--- config.mk ---
export PLATFORM = sky130hd
export DESIGN_NAME = lag_limited_cross_correlator_unit_flat
export DESIGN_NICKNAME = d
export VERILOG_FILES = /design/src/rtl/llcc_pkg.sv /design/src/rtl/llcc_if.sv /design/src/rtl/llcc_mac.sv /design/src/rtl/lag_limited_cross_correlator_unit.sv /design/src/flat_wrapper.sv
export SDC_FILE = /design/constraint.sdc
export NUM_CORES = 2
export LEC_CHECK = 0
export BUFFER_PORTS_ARGS = -buffer_cell sky130_fd_sc_hd__buf_2
export CAP_MARGIN = 20
export CORE_MARGIN = 2
export CORE_UTILIZATION = 40
export CTS_CLUSTER_SIZE = 16
export DETAILED_ROUTE_END_ITERATION = 6
export PLACE_DENSITY_LB_ADDON = 0.05
export SLEW_MARGIN = 10
export SYNTH_ARGS = -nofsm -noshare
export SYNTH_HDL_FRONTEND = slang
export SYNTH_HIERARCHICAL = 1
export SYNTH_SLANG_ARGS = --single-unit
--- constraint.sdc ---
create_clock -name clk_i -period 16 [get_ports clk_i]
set_input_delay 1.6 -clock clk_i [delete_from_list [all_inputs] [get_ports clk_i]]
set_output_delay 1.6 -clock clk_i [all_outputs]
set_load 0.01 [all_outputs]
--- src/rtl/llcc_pkg.sv ---
// Shared constants, types and states of the lag-limited cross-correlator.
package llcc_pkg;

  localparam int MAX_LAG  = 15;
  localparam int NUM_LAGS = 2 * MAX_LAG + 1;

  localparam int SAMPLE_W = 16;
  localparam int PROD_W   = 2 * SAMPLE_W;
  localparam int SUM_W    = 48;
  localparam int LAG_W    = 5;

  localparam int CNT_W    = $clog2(NUM_LAGS);
  localparam int PIDX_W   = (MAX_LAG > 1) ? $clog2(MAX_LAG) : 1;
  localparam int LAGX_W   = (CNT_W + 1 > LAG_W) ? CNT_W + 1 : LAG_W;

  typedef logic signed [SAMPLE_W-1:0] sample_t;
  typedef logic signed [PROD_W-1:0]   prod_t;
  typedef logic signed [SUM_W-1:0]    sum_t;
  typedef logic signed [SUM_W:0]      sumx_t;
  typedef logic        [CNT_W-1:0]    cnt_t;
  typedef logic        [PIDX_W-1:0]   pidx_t;
  typedef logic signed [LAG_W-1:0]    lag_t;

  localparam sum_t SUM_MAX = {1'b0, {(SUM_W-1){1'b1}}};
  localparam sum_t SUM_MIN = {1'b1, {(SUM_W-1){1'b0}}};

  localparam cnt_t LAST_IDX = cnt_t'(NUM_LAGS - 1);
  localparam cnt_t ZERO_IDX = cnt_t'(MAX_LAG);

  // Write-back from the multiply-accumulate unit into the lag sums.
  typedef struct packed {
    logic en;
    cnt_t idx;
    sum_t value;
  } llcc_wr_t;

  typedef enum logic [1:0] {
    S_IDLE,
    S_MAC,
    S_DRAIN,
    S_EMIT
  } llcc_state_e;

endpackage

--- src/rtl/llcc_if.sv ---
// Valid/ready channel interfaces for sample pairs and correlation results.
interface llcc_in_if;
  import llcc_pkg::*;

  logic    valid;
  logic    ready;
  sample_t sample_a;
  sample_t sample_b;
  logic    is_final;

  modport source (output valid, output sample_a, output sample_b, output is_final,
                  input ready);
  modport sink   (input valid, input sample_a, input sample_b, input is_final,
                  output ready);
endinterface

interface llcc_out_if;
  import llcc_pkg::*;

  logic valid;
  logic ready;
  lag_t lag;
  sum_t corr_value;
  logic end_of_run;

  modport source (output valid, output lag, output corr_value, output end_of_run,
                  input ready);
  modport sink   (input valid, input lag, input corr_value, input end_of_run,
                  output ready);
endinterface

--- src/rtl/llcc_mac.sv ---
// Shared multiply-accumulate unit: registered product, then saturating add.
module llcc_mac (
  input  logic               clk_i,
  input  logic               rst_ni,
  input  logic               issue_i,
  input  llcc_pkg::cnt_t     idx_i,
  input  llcc_pkg::sample_t  op_x_i,
  input  llcc_pkg::sample_t  op_y_i,
  output llcc_pkg::cnt_t     rd_idx_o,
  input  llcc_pkg::sum_t     acc_i,
  output llcc_pkg::llcc_wr_t wr_o
);
  import llcc_pkg::*;

  logic  pvld_q;
  cnt_t  pidx_q;
  prod_t prod_q;
  prod_t prod_d;
  sumx_t sum_x;
  sum_t  sum_sat;

  assign prod_d = prod_t'(op_x_i) * prod_t'(op_y_i);

  always_ff @(posedge clk_i or negedge rst_ni) begin
    if (!rst_ni) begin
      pvld_q <= 1'b0;
    end else begin
      pvld_q <= issue_i;
    end
  end

  always_ff @(posedge clk_i) begin
    if (issue_i) begin
      pidx_q <= idx_i;
      prod_q <= prod_d;
    end
  end

  // Clamp when the carry into the guard bit disagrees with the sign bit.
  always_comb begin
    sum_x = sumx_t'(acc_i) + sumx_t'(prod_q);
    if (sum_x[SUM_W] != sum_x[SUM_W-1]) begin
      sum_sat = sum_x[SUM_W] ? SUM_MIN : SUM_MAX;
    end else begin
      sum_sat = sum_x[SUM_W-1:0];
    end
  end

  assign rd_idx_o   = pidx_q;
  assign wr_o.en    = pvld_q;
  assign wr_o.idx   = pidx_q;
  assign wr_o.value = sum_sat;

endmodule

--- src/rtl/lag_limited_cross_correlator_unit.sv ---
// Top level of the lag-limited cross-correlator.
//
//  channel  dir  payload                              beat accepted when
//  in_i     in   sample_a, sample_b, is_final         in_i.valid && in_i.ready
//  res_o    out  lag, corr_value, end_of_run          res_o.valid && res_o.ready
//
// A pair is taken in S_IDLE, then each lag in turn passes through the shared
// multiply-accumulate unit in S_MAC, and S_DRAIN retires the last product.
// A final pair then streams 2*MAX_LAG+1 results, one per cycle while res_o is ready,
// clearing each lag sum as it leaves; in_i.ready stays low until the last is loaded.
// Reset clears past samples, lag sums and the output valid flag at once.
// A stall on res_o holds the result beat; the emission pass waits on it.
module lag_limited_cross_correlator_unit (
  input logic         clk_i,
  input logic         rst_ni,
  llcc_in_if.sink     in_i,
  llcc_out_if.source  res_o
);
  import llcc_pkg::*;

  llcc_state_e state_q, state_d;
  cnt_t        cnt_q, cnt_d;

  sample_t a_q, b_q;
  logic    last_q;
  sample_t past_a_q [MAX_LAG];
  sample_t past_b_q [MAX_LAG];
  sum_t    sums_q   [NUM_LAGS];

  logic ovld_q;
  lag_t olag_q;
  sum_t osum_q;
  logic oend_q;

  logic load_in, issue, shift_past, clr_past, emit;

  cnt_t              off_pos, off_neg;
  sample_t           op_x, op_y;
  logic [LAGX_W-1:0] lag_full;
  cnt_t              mac_rd_idx;
  llcc_wr_t          mac_wr;

  // Sequencer
  always_comb begin
    state_d    = state_q;
    cnt_d      = cnt_q;
    load_in    = 1'b0;
    issue      = 1'b0;
    shift_past = 1'b0;
    clr_past   = 1'b0;
    emit       = 1'b0;
    case (state_q)
      S_IDLE: begin
        if (in_i.valid) begin
          load_in = 1'b1;
          cnt_d   = '0;
          state_d = S_MAC;
        end
      end
      S_MAC: begin
        issue = 1'b1;
        if (cnt_q == LAST_IDX) begin
          state_d = S_DRAIN;
        end else begin
          cnt_d = cnt_q + cnt_t'(1);
        end
      end
      S_DRAIN: begin
        if (last_q) begin
          clr_past = 1'b1;
          cnt_d    = '0;
          state_d  = S_EMIT;
        end else begin
          shift_past = 1'b1;
          state_d    = S_IDLE;
        end
      end
      S_EMIT: begin
        if (!ovld_q || res_o.ready) begin
          emit = 1'b1;
          if (cnt_q == LAST_IDX) begin
            state_d = S_IDLE;
          end else begin
            cnt_d = cnt_q + cnt_t'(1);
          end
        end
      end
      default: begin
        state_d = S_IDLE;
      end
    endcase
  end

  always_ff @(posedge clk_i or negedge rst_ni) begin
    if (!rst_ni) begin
      state_q <= S_IDLE;
      cnt_q   <= '0;
    end else begin
      state_q <= state_d;
      cnt_q   <= cnt_d;
    end
  end

  assign in_i.ready = (state_q == S_IDLE);

  always_ff @(posedge clk_i or negedge rst_ni) begin
    if (!rst_ni) begin
      last_q <= 1'b0;
    end else if (load_in) begin
      last_q <= in_i.is_final;
    end
  end

  always_ff @(posedge clk_i) begin
    if (load_in) begin
      a_q <= in_i.sample_a;
      b_q <= in_i.sample_b;
    end
  end

  // Operand select: lag 0 uses the current pair, positive lags past a,
  // negative lags past b.
  assign off_pos = cnt_q - cnt_t'(MAX_LAG + 1);
  assign off_neg = cnt_t'(MAX_LAG - 1) - cnt_q;

  always_comb begin
    if (cnt_q == ZERO_IDX) begin
      op_x = a_q;
      op_y = b_q;
    end else if (cnt_q > ZERO_IDX) begin
      op_x = b_q;
      op_y = past_a_q[off_pos[PIDX_W-1:0]];
    end else begin
      op_x = a_q;
      op_y = past_b_q[off_neg[PIDX_W-1:0]];
    end
  end

  llcc_mac u_mac (
    .clk_i    (clk_i),
    .rst_ni   (rst_ni),
    .issue_i  (issue),
    .idx_i    (cnt_q),
    .op_x_i   (op_x),
    .op_y_i   (op_y),
    .rd_idx_o (mac_rd_idx),
    .acc_i    (sums_q[mac_rd_idx]),
    .wr_o     (mac_wr)
  );

  // Advance the delay lines after the pass; drop them at the end of a run.
  always_ff @(posedge clk_i or negedge rst_ni) begin
    if (!rst_ni) begin
      past_a_q <= '{default: '0};
      past_b_q <= '{default: '0};
    end else if (clr_past) begin
      past_a_q <= '{default: '0};
      past_b_q <= '{default: '0};
    end else if (shift_past) begin
      past_a_q[0] <= a_q;
      past_b_q[0] <= b_q;
      for (int k = 1; k < MAX_LAG; k++) begin
        past_a_q[k] <= past_a_q[k-1];
        past_b_q[k] <= past_b_q[k-1];
      end
    end
  end

  always_ff @(posedge clk_i or negedge rst_ni) begin
    if (!rst_ni) begin
      sums_q <= '{default: '0};
    end else if (mac_wr.en) begin
      sums_q[mac_wr.idx] <= mac_wr.value;
    end else if (emit) begin
      sums_q[cnt_q] <= '0;
    end
  end

  // Output register
  assign lag_full = LAGX_W'(cnt_q) - LAGX_W'(MAX_LAG);

  always_ff @(posedge clk_i or negedge rst_ni) begin
    if (!rst_ni) begin
      ovld_q <= 1'b0;
    end else if (emit) begin
      ovld_q <= 1'b1;
    end else if (res_o.ready) begin
      ovld_q <= 1'b0;
    end
  end

  always_ff @(posedge clk_i) begin
    if (emit) begin
      olag_q <= lag_full[LAG_W-1:0];
      osum_q <= sums_q[cnt_q];
      oend_q <= (cnt_q == LAST_IDX);
    end
  end

  assign res_o.valid      = ovld_q;
  assign res_o.lag        = olag_q;
  assign res_o.corr_value = osum_q;
  assign res_o.end_of_run = oend_q;

  a_idle_no_writeback: assert property (@(posedge clk_i) disable iff (!rst_ni)
    in_i.ready |-> !mac_wr.en)
    else $error("product write-back pending while taking a new beat");

  a_emit_no_writeback: assert property (@(posedge clk_i) disable iff (!rst_ni)
    (state_q == S_EMIT) |-> !mac_wr.en)
    else $error("lag sum write port used by both accumulate and clear");

  a_valid_from_emit: assert property (@(posedge clk_i) disable iff (!rst_ni)
    $rose(res_o.valid) |-> $past(state_q == S_EMIT))
    else $error("result beat raised outside the emission pass");

  a_end_lag: assert property (@(posedge clk_i) disable iff (!rst_ni)
    (res_o.valid && res_o.end_of_run) |-> (res_o.lag == lag_t'(MAX_LAG)))
    else $error("end of run flagged on a lag other than the greatest");

endmodule
--- src/flat_wrapper.sv ---
// flat-port wrapper written by rule: the top's interface ports become plain ports
module lag_limited_cross_correlator_unit_flat import llcc_pkg::*;
  (clk_i, rst_ni, in_i_valid, in_i_sample_a, in_i_sample_b, in_i_is_final, in_i_ready, res_o_valid, res_o_lag, res_o_corr_value, res_o_end_of_run, res_o_ready);
  llcc_in_if in_i_i ();
  llcc_out_if res_o_i ();
  input logic clk_i;
  input logic rst_ni;
  input wire logic [$bits(in_i_i.valid)-1:0] in_i_valid;
  input wire logic [$bits(in_i_i.sample_a)-1:0] in_i_sample_a;
  input wire logic [$bits(in_i_i.sample_b)-1:0] in_i_sample_b;
  input wire logic [$bits(in_i_i.is_final)-1:0] in_i_is_final;
  output wire logic [$bits(in_i_i.ready)-1:0] in_i_ready;
  output wire logic [$bits(res_o_i.valid)-1:0] res_o_valid;
  output wire logic [$bits(res_o_i.lag)-1:0] res_o_lag;
  output wire logic [$bits(res_o_i.corr_value)-1:0] res_o_corr_value;
  output wire logic [$bits(res_o_i.end_of_run)-1:0] res_o_end_of_run;
  input wire logic [$bits(res_o_i.ready)-1:0] res_o_ready;
  assign in_i_i.valid = in_i_valid;
  assign in_i_i.sample_a = in_i_sample_a;
  assign in_i_i.sample_b = in_i_sample_b;
  assign in_i_i.is_final = in_i_is_final;
  assign in_i_ready = in_i_i.ready;
  assign res_o_valid = res_o_i.valid;
  assign res_o_lag = res_o_i.lag;
  assign res_o_corr_value = res_o_i.corr_value;
  assign res_o_end_of_run = res_o_i.end_of_run;
  assign res_o_i.ready = res_o_ready;
  lag_limited_cross_correlator_unit u_core (.clk_i(clk_i), .rst_ni(rst_ni), .in_i(in_i_i), .res_o(res_o_i));
endmodule
==> impl_metrics.py <==
metrics = {
    "logic_synthesis": {
        "synth_area_um2": 117100,
        "synthTopCellsByCount": "dfrtp_1, a22o_1, mux4_2, nand2_1, clkbuf_1",
        "synth_area_leaders": "dfrtp_1, mux4_2, a22o_1",
        "avgSynthCellArea_um2": 12.39,
        "yosysTopAreaCell": "dfrtp_1",
        "ys_async_sr_fraction_pct": 94.15,
        "synth_top_cell_area_share_pct": 42.27,
        "ys.warnings.count": 6,
        "syn-num-nets": 9886,
        "synth_edf_count": 123,
        "synth_flop_cell": "dfrtp_1",
        "synth_most_common_cell": "dfrtp_1",
        "ys_seq_elements": 2101,
        "yosysUniqueCellTypes": 79,
        "ys_seq_area_share_pct": 45.43,
        "synth_cells": 9451,
    },
    "global_route": {
        "overflow": 0,
        "grt_pass1_vias": 87530,
        "grt_max_degree": 302,
        "antenna_found_initial": 18,
        "grt_pass1_wl_um": 672300,
        "track_usage_pct": 31.47,
    },
    "routing": {
        "initialDrtViolationCount": 9751,
        "wl_per_cell_um": 35.64,
        "drc": 0,
        "ant_nets": 0,
        "via_per_inst": 6.546,
        "route.vias.total": 86330,
        "routed_wl_um": 470000,
        "drtPass1Iterations": 6,
    },
    "clocking": {
        "numCtsBuffers": 264,
        "cts-root-buf": "clkbuf_16",
        "post_cts_buffers": 0,
        "cts_num_sinks": 2101,
        "cts-resized-gates": 0,
        "clkLatencyLatePin_ns": 0.93,
        "cts_buffer_depth": 4,
        "hold_buffers": 0,
        "clkSlewWorstSetupHoldPaths_ns": 0.06,
        "htreeDepth": 5,
        "cts_tree": "done",
    },
    "timing": {
        "fin_hold_ws_ns": 0.4820,
        "finalHoldViolCount": 0,
        "worstMarginPinSlew_ns": 1.258,
        "max_freq_ghz": 0.09067,
        "tns_ns": 0,
        "post-route-min-period_ns": 11.03,
        "finalSetupViolations": 0,
        "final.setup_skew_ns": 0.06521,
        "rsz0062_at_grt": "false",
        "slew_viol_final": 0,
        "relSlewSlack_pct": 16.13,
        "period_share_pct": 68.93,
    },
    "floorplan": {
        "die_w_um": 545.1,
        "start_util_pct": 40.23,
        "rows": 198,
        "die_y_um": 545.1,
        "core_area_um2": 291100,
        "io_pins": 93,
        "fp.dieArea_um2": 297100,
    },
    "setup_path": {
        "reg2regPathDepth": 30,
        "crit_path_end_kind": "register",
        "path_max_fanout": 45,
        "worstReg2RegStart": "u_core/cnt_q[0]",
        "cp-start-kind": "register",
        "crit_arrival_ns": 11.63,
        "cp-startpoint": "u_core/cnt_q[0]",
        "required_ns": 16.60,
        "cpPeakStageDelay_ns": 1.04,
        "worstSetupPathType": "register to register",
        "crit_top_cell": "fa_1",
        "crit_slowest_cell": "a2111oi_4",
    },
    "finish": {
        "multiInputGateArea_um2": 59090,
        "seqCellArea_um2": 53210,
        "fin_area_um2": 129800,
        "areaGrowthSynthToFinish_pct": 10.84,
        "drive_gt1_share_pct": 18.53,
        "nFillCells": 26310,
        "layout.nets": 9514,
    },
    "run_status": {
        "outcome": "finished, final reports clean",
    },
    "flow_run": {
        "drv_cap": 0,
    },
    "placement": {
        "dp_hpwl_um": 261400,
        "port_buffers": 92,
        "gp_congestion": 0.8673,
        "placedInstanceArea_um2": 121100,
    },
    "hold_path": {
        "min_path_cells": 2,
        "min_path_type": "register to register",
        "hold_path.startpoint": "u_core/past_a_q[7]",
    },
}
## cells by family (layout without fill, tap and decap cells)
logic type	count (synthesis)	in the layout	synth area share, %
muxes	1153	1153	17.92
AOI/OAI and AO/OA	2773	2773	18.18
buffers and inverters	1330	1159	4.981
other	0	8	0
DFF	2101	2101	45.43
adders and majority gates	408	408	6.033
and+or+nand+nor	1604	1604	6.828
xor gates and xnor gates	82	82	0.6294
## flip-flops by register name, summed over array words and instances (netlist names)
register	cells
u_core/state_q	2
u_core/sums_q	1488
u_core/res_o.valid	1
u_core/res_o.corr_value	48
u_core/b_q	16
u_core/u_mac/rd_idx_o	5
u_core/u_mac/prod_q	32
u_core/a_q	16
u_core/cnt_q	5
u_core/res_o.lag	5
u_core/past_b_q	240
u_core/res_o.end_of_run	1
u_core/last_q	1
u_core/u_mac/pvld_q	1
u_core/past_a_q	240
## final cells by class
type	count	area share, %
diodes	8	0.01542
clock buffers	389	6.014
clock inverters	78	0.5697
inverters	317	0.9168
multi-input cells	6020	45.53
flip-flops and latches	2101	40.99
well taps	3900	3.760
repair buffers	375	2.203
## per-layer routing
metal	vias up	part of all wire [%]	wire length, um	track usage (%)
met5	-	0.021	99	0.09740
met4	14	5.1	23770	13.56
met3	1208	8.7	40750	7.457
met2	4560	46	215600	49.19
met1	45810	40	189700	41.81
li1	34740	-	-	-
## metrics by stage
stage,std cells,utilization [%],worst slack [ns]
3_5_place_dp,12710,41.59,4.960
4_1_cts,13170,44.53,4.890
3_3_place_gp,12700,41.56,5.120
6_report,13190,44.59,4.971
5_1_grt,13180,44.58,4.335
2_1_floorplan,9451,-,7.157
## final timing paths
kind	slack, ns	to
max	4.97	u_core/u_mac/prod_q[31]
min	0.48	u_core/past_a_q[7]
max reg2reg	4.97	u_core/u_mac/prod_q[31]
min reg2reg	0.48	u_core/past_a_q[7]
max in group asynchronous	12.10	u_core/sums_q[1021]
min in group asynchronous	0.67	u_core/sums_q[43]
## cell usage in the layout, fill, tap and decap left out, types with 23 or more instances in the layout
cell / Yosys / routed
dfrtp_1: 1978 / 1973
a21oi_1: 100 / 69
buf_2: 275 / 95
o21ai_4: 0 / 30
clkbuf_16: 0 / 272
ha_1: 135 / 134
a22oi_1: 193 / 193
clkbuf_1: 609 / 61
mux2i_1: 384 / 384
and2_1: 127 / 126
xnor2_1: 58 / 58
nand4_1: 62 / 62
inv_1: 316 / 316
a21oi_2: 0 / 27
nor2_1: 116 / 83
o221ai_1: 49 / 49
nor2_4: 1 / 34
edfxtp_1: 123 / 123
nor2b_1: 27 / 24
clkbuf_8: 0 / 56
buf_4: 28 / 259
nand2_1: 707 / 706
a22o_1: 1494 / 1494
o21ai_0: 546 / 541
nand2b_1: 497 / 494
a21o_1: 78 / 77
xor2_1: 23 / 23
clkinv_2: 0 / 41
mux4_2: 748 / 748
fa_1: 263 / 263
o21ai_1: 55 / 26
o2bb2ai_1: 48 / 48
o22a_1: 48 / 48
## worst max-delay path, delay by kind of cell, from the launching register on
kind	cells	cell delay, ns
AO/OA/AOI/OAI	12	3.37
XOR/XNOR	1	0.08
adder cells (fa/ha/maj)	8	3.51
buffers and inverters	7	2.17
flip-flops	1	0.74
AND/OR/NAND/NOR	2	0.79
Power is not shown: default switching activity piles up to over one toggle a cycle in this logic, so the estimate is an artifact.
